### src/hw/rtl/eple_pkg.sv
// Types and constants of the EPROM pin-level emulator.
package eple_pkg;

    localparam int SIZE_W = 23;
    localparam int ADDR_W = 22;
    localparam int DATA_W = 16;
    localparam int CNT_W  = 3;

    localparam logic [SIZE_W-1:0] SIZE_2K   = 23'h000800;
    localparam logic [SIZE_W-1:0] SIZE_8K   = 23'h002000;
    localparam logic [SIZE_W-1:0] SIZE_16K  = 23'h004000;
    localparam logic [SIZE_W-1:0] SIZE_128K = 23'h020000;
    localparam logic [SIZE_W-1:0] SIZE_256K = 23'h040000;
    localparam logic [SIZE_W-1:0] SIZE_2M   = 23'h200000;
    localparam logic [SIZE_W-1:0] SIZE_4M   = 23'h400000;

    localparam logic [DATA_W-1:0] WORD_ONES  = 16'hFFFF;
    localparam logic [DATA_W-1:0] ERASE_BYTE = 16'h00FF;
    localparam logic [CNT_W-1:0]  CNT_LIMIT  = 3'd5;

    typedef enum logic [1:0] {
        ST_SWEEP,
        ST_IDLE,
        ST_EXEC
    } eple_state_t;

    typedef struct packed {
        logic accept;
        logic finish;
        logic sweep;
        logic sweep_clear;
    } eple_cmd_t;

    typedef struct packed {
        logic cfg_change;
        logic erase_hit;
        logic sweep_last;
    } eple_status_t;

endpackage

### src/hw/rtl/eple_ctrl.sv
// Controller: sequences accept, execute and memory sweep.
module eple_ctrl
    import eple_pkg::*;
(
    input  logic         clk,
    input  logic         rst_n,
    input  logic         in_valid,
    output logic         in_ready,
    output logic         out_valid,
    input  logic         out_ready,
    input  eple_status_t status,
    output eple_cmd_t    cmd
);

    eple_state_t state_reg;
    eple_state_t state_next;
    logic        out_valid_reg;
    logic        out_valid_next;
    logic        slot_free;

    always_ff @(posedge clk or negedge rst_n)
    begin
        if (!rst_n)
        begin
            state_reg     <= ST_SWEEP;
            out_valid_reg <= 1'b0;
        end
        else
        begin
            state_reg     <= state_next;
            out_valid_reg <= out_valid_next;
        end
    end

    assign slot_free = !out_valid_reg || out_ready;

    always_comb
    begin
        state_next = state_reg;
        cmd        = '0;
        in_ready   = 1'b0;
        case (state_reg)
            ST_SWEEP:
            begin
                cmd.sweep = 1'b1;
                if (status.cfg_change)
                begin
                    // restart the pass for the new chip size
                    cmd.sweep_clear = 1'b1;
                end
                else if (status.sweep_last)
                begin
                    state_next = ST_IDLE;
                end
            end
            ST_IDLE:
            begin
                in_ready = !status.cfg_change;
                if (status.cfg_change)
                begin
                    cmd.sweep_clear = 1'b1;
                    state_next      = ST_SWEEP;
                end
                else if (in_valid)
                begin
                    cmd.accept = 1'b1;
                    state_next = ST_EXEC;
                end
            end
            ST_EXEC:
            begin
                // hold until the result register can take the beat
                if (slot_free)
                begin
                    cmd.finish = 1'b1;
                    if (status.erase_hit)
                    begin
                        cmd.sweep_clear = 1'b1;
                        state_next      = ST_SWEEP;
                    end
                    else
                    begin
                        state_next = ST_IDLE;
                    end
                end
            end
            default:
            begin
                state_next = ST_SWEEP;
            end
        endcase
    end

    always_comb
    begin
        out_valid_next = out_valid_reg;
        if (cmd.finish)
        begin
            out_valid_next = 1'b1;
        end
        else if (out_ready)
        begin
            out_valid_next = 1'b0;
        end
    end

    assign out_valid = out_valid_reg;

endmodule

### config.mk
export PLATFORM = sky130hd
export DESIGN_NAME = eple_ctrl
export DESIGN_NICKNAME = d
export VERILOG_FILES = /design/src/hw/rtl/eple_pkg.sv /design/src/hw/rtl/eple_ctrl.sv
export SDC_FILE = /design/constraint.sdc
export NUM_CORES = 1
export LEC_CHECK = 0
export BUFFER_PORTS_ARGS = -buffer_cell sky130_fd_sc_hd__buf_2
export CAP_MARGIN = 20
export CORE_AREA = 2 2 39 41
export CTS_BUF_LIST = sky130_fd_sc_hd__clkbuf_4
export CTS_CLUSTER_DIAMETER = 50
export DETAILED_ROUTE_END_ITERATION = 12
export DIE_AREA = 0 0 41 43
export SKIP_CTS_REPAIR_TIMING = 1
export SYNTH_ARGS = -nofsm -noshare
export SYNTH_HDL_FRONTEND = slang
export SYNTH_SLANG_ARGS = --single-unit
### constraint.sdc
create_clock -name clk -period 1.3 [get_ports clk]
set_input_delay 0.195 -clock clk [delete_from_list [all_inputs] [get_ports clk]]
set_output_delay 0.195 -clock clk [all_outputs]
set_load 0.01 [all_outputs]
==> Yosys cells after proc, flatten, opt, wreduce, memory -nomap -nowiden <==
Cells that the tools add are included.
{ "word_totals": {"reg_bits": 3, "input_bits": 7, "word_cells": 35} }
{ "classes": {"eq_ne": 6, "mux": 20, "reduce_logical": 7} }
{ "op_table": {"columns": ["cell", "count"], "rows": [
  ["$mux 1", 13],
  ["$mux 2", 5],
  ["$ne 2x2->1 const B", 3],
  ["$pmux 2 s3", 1],
  ["$reduce_and 4->1", 1],
  ["$ne 3x3->1 const B", 1],
  ["$eq 2x1->1 const B", 1],
  ["$eq 2x2->1 const B", 1],
  ["$logic_not 1->1", 2],
  ["$logic_not 2->1", 1],
  ["$pmux 1 s2", 1],
  ["$reduce_bool 2->1", 1],
  ["$reduce_or 2->1", 1],
  ["$logic_or 1x1->1", 1]
]} }

==> Logic depth before layout (Yosys ltp) <==
{ "logic_depth": {"ltp_word": 5, "mapped_depth": 3} }

==> Least setup slack after synthesis <==
OpenSTA, ideal clock, no wires.
{ "synth_timing": {"path_type": "register to output", "from": "register state_reg[0]", "to": "output port cmd[0] (netlist bit)", "t_arrival_ns": 0.843, "setup_slack_ns": 0.262, "path_stages_with_launch": 4, "path_buffers": 0, "path_cell_list": "dfrtp_1 nand2b_4 nor2b_4 a22o_1"} }
{ "synth_rtl": {"columns": ["element", "line", "rtl"], "rows": [
  ["start, declared", "eple_ctrl.sv:15", "eple_state_t state_reg;"],
  ["start signal, assigned", "eple_ctrl.sv:30", "state_reg <= state_next;"],
  ["end, declared", "eple_ctrl.sv:12", "output eple_cmd_t cmd"]
]} }

==> out/metrics.cfg <==
[sta]
fin_crit_ns = 1.34
fin_skew_ns = 0.00151
report.final.setup_viol = 2
slew_violations = 0
whs_ns = 0.270
worst_slew_pin_slew_ns = 0.192
grt_setup_unrepaired = true
max-slew-margin-rel_pct = 87.2
report.final.hold_viol_count = 0
max_freq_ghz = 0.744
min_period_over_period_pct = 103
layout_setup_ws_ns = -0.0447

[yosys]
ys_seq_elements = 3
ys_seq_area_share_pct = 38.5
synth_fp_nets = 26
synth_cell_types = 14
netlist_instances = 19
yosys_warnings = 0
combined_area_of_all_synthesized_cells_um2 = 195
synthesis.area_per_instance_um2 = 10.3

[drt]
remaining_drc_errors = 0
drt_iter0_markers = 0
detailroute.via_count = 201
via_per_inst = 3.59
drt_pass1_iterations = 1
ant_nets = 0
routed_wl_um = 514
route.detailed.wl_per_inst_um = 9.18

[floorplanning]
dieWidth_um = 41
die-area_um2 = 1760
placement_rows = 14
placeable_core_area_um2 = 1380
die_height_um = 43
initial_cell_density_of_the_core_pct = 14.1
io_pins = 13

[power_and_ir_drop]
cellLeakagePower_nw = 0.201
power.density_nw_per_um2 = 1040
ir_worst_vdd_mv = 0.316

[worst_setup_path]
reg2regPathDepth = 4
crit_path_capture_type = output pin
critical_path_data_required_time_ns = 1.11
r2r_start = state_reg[0]
critical_path.max_fanout = 3
regToRegEndpoint = state_reg[1]
cp-start-kind = flop
worst-r2r-setup-slack_ns = 0.20
critPathArrivalTime_ns = 1.15
crit_type = reg -> out

[placed_design]
gp_congestion = 0.682
io_buffer_count = 12
dp.cells = 47
placedInstanceArea_um2 = 275

[outcome]
violations = setup timing
outcome = finished, violations left

[finish]
final_area_um2 = 359
seq_area_um2 = 75.1
largest_register_ffs = 2
area.growth.synth_to_final_pct = 84.0
layoutNonFillerInstCount = 56
final_core_utilization_pct = 25.9
antennaDiodeCount = 0
nets = 48
n_fill_cell = 161
multiInputGateArea_um2 = 103
layout-drive-gt1-share_pct = 65.0

[cts]
clkSinkCount = 3
clock_transition_at_the_register_clock_pins_on_the_worst_setup_and_hold_paths_after_cts_ns = 0.04
tritoncts = done
worstSkewPairLatency_ns = 0.23
cts.root.buffer_cell = clkbuf_4
clock_h_tree_levels = 1
cts_inserted_buffers = 3
maximum_buffer_depth_of_the_clock_tree = 2

[hold_path]
holdPathStages = 3
holdCritStartpoint = status[1]
hp-class = in -> reg
holdPathEnd = state_reg[0]

[grt]
first_global_vias = 183
grt_first_pass_wirelength_um = 710
congestion_overflow_gr = 0
grt.total_usage_pct = 7.42
largest_net_degree_at_the_start_of_global_routing = 5
antenna_found_initial = 0

[flow_run]
drv_cap = 0

stage by stage:
stage          setup TNS, ns  setup WS, ns  total power (W)
6_report             -0.0486       -0.0447         0.000375
5_1_grt               -0.141       -0.0871         0.000402
4_1_cts               -0.118       -0.0594         0.000371
3_5_place_dp               0         0.197         0.000174
3_3_place_gp               0         0.198         0.000172
2_1_floorplan              0         0.262         0.000143
cells by family (layout without fill, tap and decap cells):
family | after synthesis | count (layout) | share of synthesized area (%)
simple gates | 8 | 8 | 34.0
buf+inv | 4 | 25 | 9.62
compound gates | 3 | 3 | 12.8
flops | 3 | 3 | 38.5
mux | 1 | 1 | 5.13
worst max-delay path by stage:
stage                  from      to  slack, ns  cells after the start
2_1_floorplan  state_reg[0]  cmd[0]       0.26                      3
3_3_place_gp      out_ready  cmd[0]       0.20                      5
3_5_place_dp   state_reg[0]  cmd[0]       0.20                      4
4_1_cts        state_reg[0]  cmd[0]      -0.06                      4
5_1_grt        state_reg[0]  cmd[0]      -0.09                      4
6_report       state_reg[0]  cmd[0]      -0.04                      4
synthesized netlist by cell type:
master	n	share of area (%)
a22o_1	2	9.0
and2_2	1	3.8
and3_4	1	5.8
buf_4	1	3.8
dfrtp_1	3	38
inv_1	3	5.8
mux2i_1	1	5.1
nand2_1	1	1.9
nand2b_1	1	3.2
nand2b_4	1	7.0
nor2_1	1	1.9
nor2_2	1	3.2
nor2b_4	1	7.0
o21bai_1	1	3.8
layout by cell type, fill, tap and decap left out, drive strengths merged:
cell / instances
nand2: 1
dlygate4sd3: 1
buf: 17
nor2: 2
dfrtp: 3
nand2b: 2
inv: 3
a22o: 2
nor2b: 1
mux2i: 1
and2: 1
o21bai: 1
clkbuf: 4
and3: 1
power by group:
| group | internal [W] | switching, W |
|---|---|---|
| logic | 0.0000488 | 0.0000331 |
| registers | 0.000100 | 0.00000491 |
| clock network | 0.000136 | 0.0000519 |
| total | 0.000285 | 0.0000899 |
cell type report:
class	instances	share of cell area, %
timing repair buffer	18	33.4
multi-input combinational	12	28.6
sequential	3	20.9
clock buffer	4	8.36
tap	16	5.57
inverter	3	3.14
routing by layer:
metal / wire length (um) / up-vias / GRT usage, %
li1: - / 103 / -
met2: 273 / 7 / 8.44
met1: 208 / 91 / 6.41
met4: 0 / 0 / 12.0
met3: 31 / 0 / 4.71
met5: 0 / - / 0
worst max-delay path, cell delays in order, from the launching register on:
cell,delay (ns)
dfrtp_1,0.38
nand2b_4,0.16
nor2b_4,0.13
a22o_1,0.12
buf_2,0.12
No activity file was read; power rests on OpenSTA's default activity.
